$ cat config.mk
export PLATFORM = sky130hd
export DESIGN_NAME = mtcu_calc
export DESIGN_NICKNAME = d
export VERILOG_FILES = /design/src/rtl/core/mtcu_pkg.sv /design/src/rtl/core/mtcu_calc.sv
export SDC_FILE = /design/constraint.sdc
export NUM_CORES = 1
export LEC_CHECK = 0
export BUFFER_PORTS_ARGS = -buffer_cell sky130_fd_sc_hd__buf_2
export CAP_MARGIN = 20
export CORE_AREA = 2 2 514 516
export DETAILED_ROUTE_END_ITERATION = 6
export DIE_AREA = 0 0 516 518
export GPL_TIMING_DRIVEN = 0
export SYNTH_ARGS = -nofsm -noshare
export SYNTH_HDL_FRONTEND = slang
export SYNTH_SLANG_ARGS = --single-unit
$ cat constraint.sdc
create_clock -name vclk -period 7.8
set_input_delay 0.78 -clock vclk [all_inputs]
set_output_delay 0.78 -clock vclk [all_outputs]
set_load 0.02 [all_outputs]
$ cat src/rtl/core/mtcu_pkg.sv
// Shared types and constants of the machine trap and CSR unit.
// No dependencies; used by mtcu_calc, the top level and the testbench.
`default_nettype none
package mtcu_pkg;

  // Item action codes.
  localparam logic [3:0] ActCsrWrite = 4'd0;
  localparam logic [3:0] ActCsrSet   = 4'd1;
  localparam logic [3:0] ActCsrClear = 4'd2;
  localparam logic [3:0] ActEcall    = 4'd3;
  localparam logic [3:0] ActEbreak   = 4'd4;
  localparam logic [3:0] ActMret     = 4'd5;
  localparam logic [3:0] ActSret     = 4'd6;
  localparam logic [3:0] ActExcept   = 4'd7;
  localparam logic [3:0] ActIrqCheck = 4'd8;

  // CSR addresses.
  localparam logic [11:0] AddrMstatus   = 12'h300;
  localparam logic [11:0] AddrMisa      = 12'h301;
  localparam logic [11:0] AddrMedeleg   = 12'h302;
  localparam logic [11:0] AddrMideleg   = 12'h303;
  localparam logic [11:0] AddrMie       = 12'h304;
  localparam logic [11:0] AddrMtvec     = 12'h305;
  localparam logic [11:0] AddrMepc      = 12'h341;
  localparam logic [11:0] AddrMcause    = 12'h342;
  localparam logic [11:0] AddrMtval     = 12'h343;
  localparam logic [11:0] AddrMip       = 12'h344;
  localparam logic [11:0] AddrStvec     = 12'h105;
  localparam logic [11:0] AddrSepc      = 12'h141;
  localparam logic [11:0] AddrScause    = 12'h142;
  localparam logic [11:0] AddrStval     = 12'h143;
  localparam logic [11:0] AddrMvendorid = 12'hF11;
  localparam logic [11:0] AddrMarchid   = 12'hF12;
  localparam logic [11:0] AddrMimpid    = 12'hF13;
  localparam logic [11:0] AddrMhartid   = 12'hF14;

  localparam logic [63:0] MisaValue   = (64'd2 << 62) | (64'd1 << 8);
  localparam logic [63:0] MstatusMask = (64'd1 << 63) | (64'd3 << 13) | (64'd3 << 11) |
                                        (64'd1 << 8) | (64'd1 << 7) | (64'd1 << 5) |
                                        (64'd1 << 3) | (64'd1 << 1);

  // Privilege levels.
  localparam logic [1:0] PrivUser    = 2'd0;
  localparam logic [1:0] PrivSuper   = 2'd1;
  localparam logic [1:0] PrivMachine = 2'd3;

  // Snapshot slots read from the store before a trap or return.
  localparam int unsigned NumSnap = 9;
  localparam logic [3:0] SnapMstatus = 4'd0;
  localparam logic [3:0] SnapMip     = 4'd1;
  localparam logic [3:0] SnapMie     = 4'd2;
  localparam logic [3:0] SnapMedeleg = 4'd3;
  localparam logic [3:0] SnapMideleg = 4'd4;
  localparam logic [3:0] SnapMtvec   = 4'd5;
  localparam logic [3:0] SnapStvec   = 4'd6;
  localparam logic [3:0] SnapMepc    = 4'd7;
  localparam logic [3:0] SnapSepc    = 4'd8;

  // Write-back slots.
  localparam int unsigned NumWr = 5;
  localparam logic [2:0] WrMipOrCsr = 3'd0;
  localparam logic [2:0] WrEpc      = 3'd1;
  localparam logic [2:0] WrCause    = 3'd2;
  localparam logic [2:0] WrTval     = 3'd3;
  localparam logic [2:0] WrMstatus  = 3'd4;

  // Everything an item does, decided in one step from the snapshot.
  typedef struct packed {
    logic [NumWr-1:0]        wr_en;
    logic [NumWr-1:0][11:0]  wr_addr;
    logic [NumWr-1:0][63:0]  wr_data;
    logic [63:0]             read_data;
    logic                    redirect;
    logic [63:0]             next_pc;
    logic                    trap_taken;
    logic [1:0]              priv;
  } plan_t;

  // Store address of a snapshot slot.
  function automatic logic [11:0] snap_addr(input logic [3:0] slot);
    logic [11:0] a;
    a = AddrMstatus;
    case (slot)
      SnapMip:     a = AddrMip;
      SnapMie:     a = AddrMie;
      SnapMedeleg: a = AddrMedeleg;
      SnapMideleg: a = AddrMideleg;
      SnapMtvec:   a = AddrMtvec;
      SnapStvec:   a = AddrStvec;
      SnapMepc:    a = AddrMepc;
      SnapSepc:    a = AddrSepc;
      default:     a = AddrMstatus;
    endcase
    return a;
  endfunction

endpackage
`default_nettype wire

$ cat src/rtl/core/mtcu_calc.sv
// Decides CSR updates, trap entry and returns for one item from a snapshot.
// Depends on mtcu_pkg.
`default_nettype none
module mtcu_calc (
  input  var logic [3:0]                       action_i,
  input  var logic [11:0]                      csr_address_i,
  input  var logic [63:0]                      operand_value_i,
  input  var logic [63:0]                      instr_pc_i,
  input  var logic [5:0]                       exception_code_i,
  input  var logic [63:0]                      trap_value_i,
  input  var logic                             software_irq_i,
  input  var logic                             timer_irq_i,
  input  var logic [1:0]                       priv_i,
  input  var logic [mtcu_pkg::NumSnap-1:0][63:0] snap_i,
  output var mtcu_pkg::plan_t                  plan_o
);

  logic [63:0] ms, mip, pend, cause, tval, deleg, tvec, csr_new;
  logic [4:0]  code;
  logic        irq, do_trap, to_s, csr_ro;

  always_comb begin
    plan_o   = '0;
    plan_o.priv = priv_i;
    ms       = snap_i[mtcu_pkg::SnapMstatus];
    mip      = snap_i[mtcu_pkg::SnapMip];
    mip[3]   = software_irq_i;
    mip[7]   = timer_irq_i;
    pend     = mip & snap_i[mtcu_pkg::SnapMie];
    irq      = 1'b0;
    do_trap  = 1'b0;
    code     = 5'd0;
    tval     = 64'd0;
    csr_new  = operand_value_i;
    csr_ro   = (csr_address_i == mtcu_pkg::AddrMisa) ||
               (csr_address_i == mtcu_pkg::AddrMvendorid) ||
               (csr_address_i == mtcu_pkg::AddrMarchid) ||
               (csr_address_i == mtcu_pkg::AddrMimpid) ||
               (csr_address_i == mtcu_pkg::AddrMhartid);

    // Action decode.
    unique case (action_i) inside
      mtcu_pkg::ActCsrWrite, mtcu_pkg::ActCsrSet, mtcu_pkg::ActCsrClear: begin
        plan_o.read_data = snap_i[0];
        if (action_i == mtcu_pkg::ActCsrSet) begin
          csr_new = snap_i[0] | operand_value_i;
        end else if (action_i == mtcu_pkg::ActCsrClear) begin
          csr_new = snap_i[0] & ~operand_value_i;
        end
        if (csr_address_i == mtcu_pkg::AddrMstatus) begin
          csr_new = csr_new & mtcu_pkg::MstatusMask;
        end
        plan_o.wr_en[mtcu_pkg::WrMipOrCsr] = !csr_ro &&
          ((action_i == mtcu_pkg::ActCsrWrite) || (operand_value_i != 64'd0));
        plan_o.wr_addr[mtcu_pkg::WrMipOrCsr] = csr_address_i;
        plan_o.wr_data[mtcu_pkg::WrMipOrCsr] = csr_new;
      end
      mtcu_pkg::ActEcall: begin
        do_trap = 1'b1;
        code = (priv_i == mtcu_pkg::PrivMachine) ? 5'd11 :
               (priv_i == mtcu_pkg::PrivSuper) ? 5'd9 : 5'd8;
      end
      mtcu_pkg::ActEbreak: begin
        do_trap = 1'b1;
        code    = 5'd3;
        tval    = instr_pc_i;
      end
      mtcu_pkg::ActMret: begin
        plan_o.priv = ms[12:11];
        ms[3] = ms[7];
        ms[7] = 1'b1;
        ms[12:11] = 2'd0;
        plan_o.wr_en[mtcu_pkg::WrMstatus]   = 1'b1;
        plan_o.wr_addr[mtcu_pkg::WrMstatus] = mtcu_pkg::AddrMstatus;
        plan_o.wr_data[mtcu_pkg::WrMstatus] = ms & mtcu_pkg::MstatusMask;
        plan_o.redirect = 1'b1;
        plan_o.next_pc  = snap_i[mtcu_pkg::SnapMepc];
      end
      mtcu_pkg::ActSret: begin
        plan_o.priv = {1'b0, ms[8]};
        ms[1] = ms[5];
        ms[5] = 1'b1;
        ms[8] = 1'b0;
        plan_o.wr_en[mtcu_pkg::WrMstatus]   = 1'b1;
        plan_o.wr_addr[mtcu_pkg::WrMstatus] = mtcu_pkg::AddrMstatus;
        plan_o.wr_data[mtcu_pkg::WrMstatus] = ms & mtcu_pkg::MstatusMask;
        plan_o.redirect = 1'b1;
        plan_o.next_pc  = snap_i[mtcu_pkg::SnapSepc];
      end
      mtcu_pkg::ActExcept: begin
        do_trap = 1'b1;
        tval    = trap_value_i;
      end
      mtcu_pkg::ActIrqCheck: begin
        plan_o.wr_en[mtcu_pkg::WrMipOrCsr]   = 1'b1;
        plan_o.wr_addr[mtcu_pkg::WrMipOrCsr] = mtcu_pkg::AddrMip;
        plan_o.wr_data[mtcu_pkg::WrMipOrCsr] = mip;
        if ((priv_i != mtcu_pkg::PrivMachine) || ms[3]) begin
          // Fixed priority: MEI, MSI, MTI, SEI, SSI, STI.
          if (pend[11]) begin
            do_trap = 1'b1; code = 5'd11;
          end else if (pend[3]) begin
            do_trap = 1'b1; code = 5'd3;
          end else if (pend[7]) begin
            do_trap = 1'b1; code = 5'd7;
          end else if (pend[9]) begin
            do_trap = 1'b1; code = 5'd9;
          end else if (pend[1]) begin
            do_trap = 1'b1; code = 5'd1;
          end else if (pend[5]) begin
            do_trap = 1'b1; code = 5'd5;
          end
          irq = do_trap;
        end
      end
      default: begin
      end
    endcase

    // Trap entry with delegation and vectoring.
    if (irq) begin
      cause = {1'b1, 58'd0, code};
    end else if (action_i == mtcu_pkg::ActExcept) begin
      cause = {58'd0, exception_code_i};
    end else begin
      cause = {59'd0, code};
    end
    deleg = irq ? snap_i[mtcu_pkg::SnapMideleg] : snap_i[mtcu_pkg::SnapMedeleg];
    to_s  = ((priv_i == mtcu_pkg::PrivUser) || (priv_i == mtcu_pkg::PrivSuper)) &&
            deleg[cause[5:0]];
    if (to_s) begin
      ms[5] = ms[1];
      ms[1] = 1'b0;
      ms[8] = priv_i[0];
      tvec  = snap_i[mtcu_pkg::SnapStvec];
    end else begin
      ms[7] = ms[3];
      ms[3] = 1'b0;
      ms[12:11] = priv_i;
      tvec  = snap_i[mtcu_pkg::SnapMtvec];
    end
    if (do_trap) begin
      plan_o.wr_en[mtcu_pkg::WrEpc]     = 1'b1;
      plan_o.wr_en[mtcu_pkg::WrCause]   = 1'b1;
      plan_o.wr_en[mtcu_pkg::WrTval]    = 1'b1;
      plan_o.wr_en[mtcu_pkg::WrMstatus] = 1'b1;
      plan_o.wr_addr[mtcu_pkg::WrEpc]   = to_s ? mtcu_pkg::AddrSepc : mtcu_pkg::AddrMepc;
      plan_o.wr_addr[mtcu_pkg::WrCause] = to_s ? mtcu_pkg::AddrScause : mtcu_pkg::AddrMcause;
      plan_o.wr_addr[mtcu_pkg::WrTval]  = to_s ? mtcu_pkg::AddrStval : mtcu_pkg::AddrMtval;
      plan_o.wr_addr[mtcu_pkg::WrMstatus] = mtcu_pkg::AddrMstatus;
      plan_o.wr_data[mtcu_pkg::WrEpc]     = instr_pc_i;
      plan_o.wr_data[mtcu_pkg::WrCause]   = cause;
      plan_o.wr_data[mtcu_pkg::WrTval]    = tval;
      plan_o.wr_data[mtcu_pkg::WrMstatus] = ms & mtcu_pkg::MstatusMask;
      plan_o.priv       = to_s ? mtcu_pkg::PrivSuper : mtcu_pkg::PrivMachine;
      plan_o.redirect   = 1'b1;
      plan_o.trap_taken = 1'b1;
      plan_o.next_pc    = {tvec[63:2], 2'b00} +
                          (((tvec[1:0] == 2'd1) && irq) ? {57'd0, code, 2'b00} : 64'd0);
    end
  end

endmodule
`default_nettype wire

==> flow_summary_export.csv <==
group,metric,value,unit
status,status,"finished, violations left",
status,violations,"negative setup slack",
timing,setup_tns,-16230,ps
cells_and_area,n_fill_cell,31100,
floorplanning,die_w,516,µm
worst_setup_path,cp_top_family,"compound AO/OA/AOI/OAI gates",
cells_and_area,nClkBuffers,0,
drt,first_iter_violations,1473,
grt,grt.busiest_layer,"met2",
power_and_ir_drop,p_leak,10.4,nW
grt,antenna_found_initial,194,
cells_and_area,drive_gt1_share,53.0,%
floorplanning,rows,188,
synthesis,muxShareOfSynthArea,2.60,%
cells_and_area,seq_cells,0,
drt,viasPerCell,2.93,
floorplanning,die_h,518,µm
worst_setup_path,cp.required,7020,ps
timing,fmax,118,MHz
timing,fin_crit_sh,108,%
synthesis,synth_compound_area_share,32.8,%
grt,gr-total-overflow,0,
worst_setup_path,critPathLaunchType,"primary input",
timing,rsz0062_at_grt,"yes",
synthesis,seq_area_frac_synth,0,%
placement,gp_congestion,1.04,
grt,grt_pass1_vias,18000,
synthesis,post_synth_inst_count,1624,
floorplanning,die_area,267000,µm²
power_and_ir_drop,peakVddDrop,0.0359,mV
drt,first_pass_iters,6,
floorplanning,core-area,262000,µm²
cells_and_area,seq_area,0,µm²
drt,wire_per_inst,30.3,µm
synthesis,yosysWarnings,0,
cells_and_area,syn2layout_area_growth,140,%
placement,port_buffers,1075,
drt,vias,19400,
job,drv_cap,0,
timing,setup_ws,-661,ps
synthesis,synth.largest_area_cell,"buf_4",
synthesis,syn_area_per_cell,5.95,µm²
synthesis,synth_area_leaders,"buf_4, nand2_1, a22o_1",
grt,track_usage,14.0,%
grt,met2_usage,23.6,%
worst_setup_path,slowest_delay,960,ps
timing,timing.slew.headroom,13.4,%
hold_path,hp-class,"primary input to output port",
worst_setup_path,worst_ep_arrival_time,7680,ps
floorplanning,num_io_pins,1311,
power_and_ir_drop,total_power,1.41,mW
timing,period_needed,8460,ps
timing,setup_viol,44,
timing,finalMaxSlewViolations,0,
synthesis,syn-cell-area,9670,µm²
power_and_ir_drop,p_per_area,60.7,nW/µm²
placement,place.detailed.hpwl,184000,µm
synthesis,yosys.cell_count.top_type,"nand2_1",
synthesis,synth_top_family_by_area,"simple AND/OR/NAND/NOR gates",
worst_setup_path,crit_type,"primary input to output port",
worst_setup_path,cp_common_cell,"buf_12",
worst_setup_path,crit_fanout,4,
timing,worst_pin_slew,1300,ps
drt,antenna_left,0,
grt,grt_pass1_wl,233000,µm
worst_setup_path,endpoint_kind,"output port",
synthesis,synth_xor_area_share,10.2,%
worst_setup_path,cp_slowest_cell,"a222oi_1",
floorplanning,start_util,3.70,%
synthesis,synth_cell_types,73,
drt,drt-total-wl,200000,µm
timing,hold_viol,0,
drt,post-route-drc-count,0,
synthesis,synth_commonest_cells,"nand2_1, buf_4, o21ai_0",
grt,grtUsageMet1,14.9,%
grt,grt_max_degree,24,
cells_and_area,nets,3753,
synthesis,yosys.area_share.simple,34.9,%
synthesis,yosys.area_share.adder,0.725,%
grt,use_met3,4.92,%
worst_setup_path,cp.buffers_inverters,10,
synthesis,yosysTopAreaCellShare,12.9,%
-- layout by cell type, fill, tap and decap left out, types with 81 or more instances in the layout --
| cell | instances |
|---|---|
| nand2_1 | 228 |
| a22o_1 | 81 |
| buf_4 | 251 |
| conb_1 | 144 |
| and3_1 | 99 |
| o21ai_0 | 83 |
| buf_2 | 1025 |
| a21oi_1 | 93 |
| nor2_1 | 96 |
| diode_2 | 132 |
-- final cells by class --
type | instances | area (µm²) | area share (%)
plain buffers | 274 | 1780 | 7.70
repair buffers | 1190 | 7070 | 30.5
inverters | 30 | 115 | 0.497
multi-input cells | 1458 | 9470 | 40.9
diodes | 132 | 330 | 1.43
well taps | 3515 | 4400 | 19.0
-- through the flow --
step,area (µm²),hold WS (ps),worst slack [ps],utilization (%),cells
after floorplan,10200,1700,83.6,-,1767
after global placement,20000,1890,-6160,7.64,6357
after detailed placement,20700,1890,-4110,7.92,6393
after CTS,21900,1890,-705,8.38,6431
after global routing,23000,1910,-628,8.81,6548
final,23200,1890,-661,8.86,6599
-- report_power, final --
part / internal, mW / switching, mW / leakage [nW]
clock network: 0.00000166 / 0 / 0.000821
logic: 0.481 / 0.926 / 10.4
registers: 0 / 0 / 0
-- metal layers --
layer  share of wire, %  wire, µm
met5               0.18       369
met4                7.2     14300
met3                 10     20500
met2                 46     92900
met1                 36     71700
-- path summary, 6_finish.rpt --
kind              depth (start not counted)   startpoint  slack [ps]          end
setup / recovery                         31   snap_i[69]        -660   plan_o[57]
hold / removal                            4  snap_i[105]        1890  plan_o[173]
-- what timing repair did --
item / 4_1_cts / 5_1_grt
hold buffers: 0 / 0
buffers inserted: 44 / 41
pin swaps: 65 / 109
setup endpoints to repair: 62 / 57
resized for setup: 251 / 170
-- tightest hold or removal path, delay by kind of cell --
kind	cells	cell delay [ps]
compound gates	1	50
simple gates	1	30
buf+inv	2	240
-- kinds of logic after synthesis --
logic type / Yosys count
multiplexers: 23
XOR/XNOR: 113
adder cells (fa/ha/maj): 5
AND/OR/NAND/NOR: 689
AO/OA/AOI/OAI: 484
other: 1
buffers and inverters: 309
Note: power is estimated with default switching activity, not from simulation.
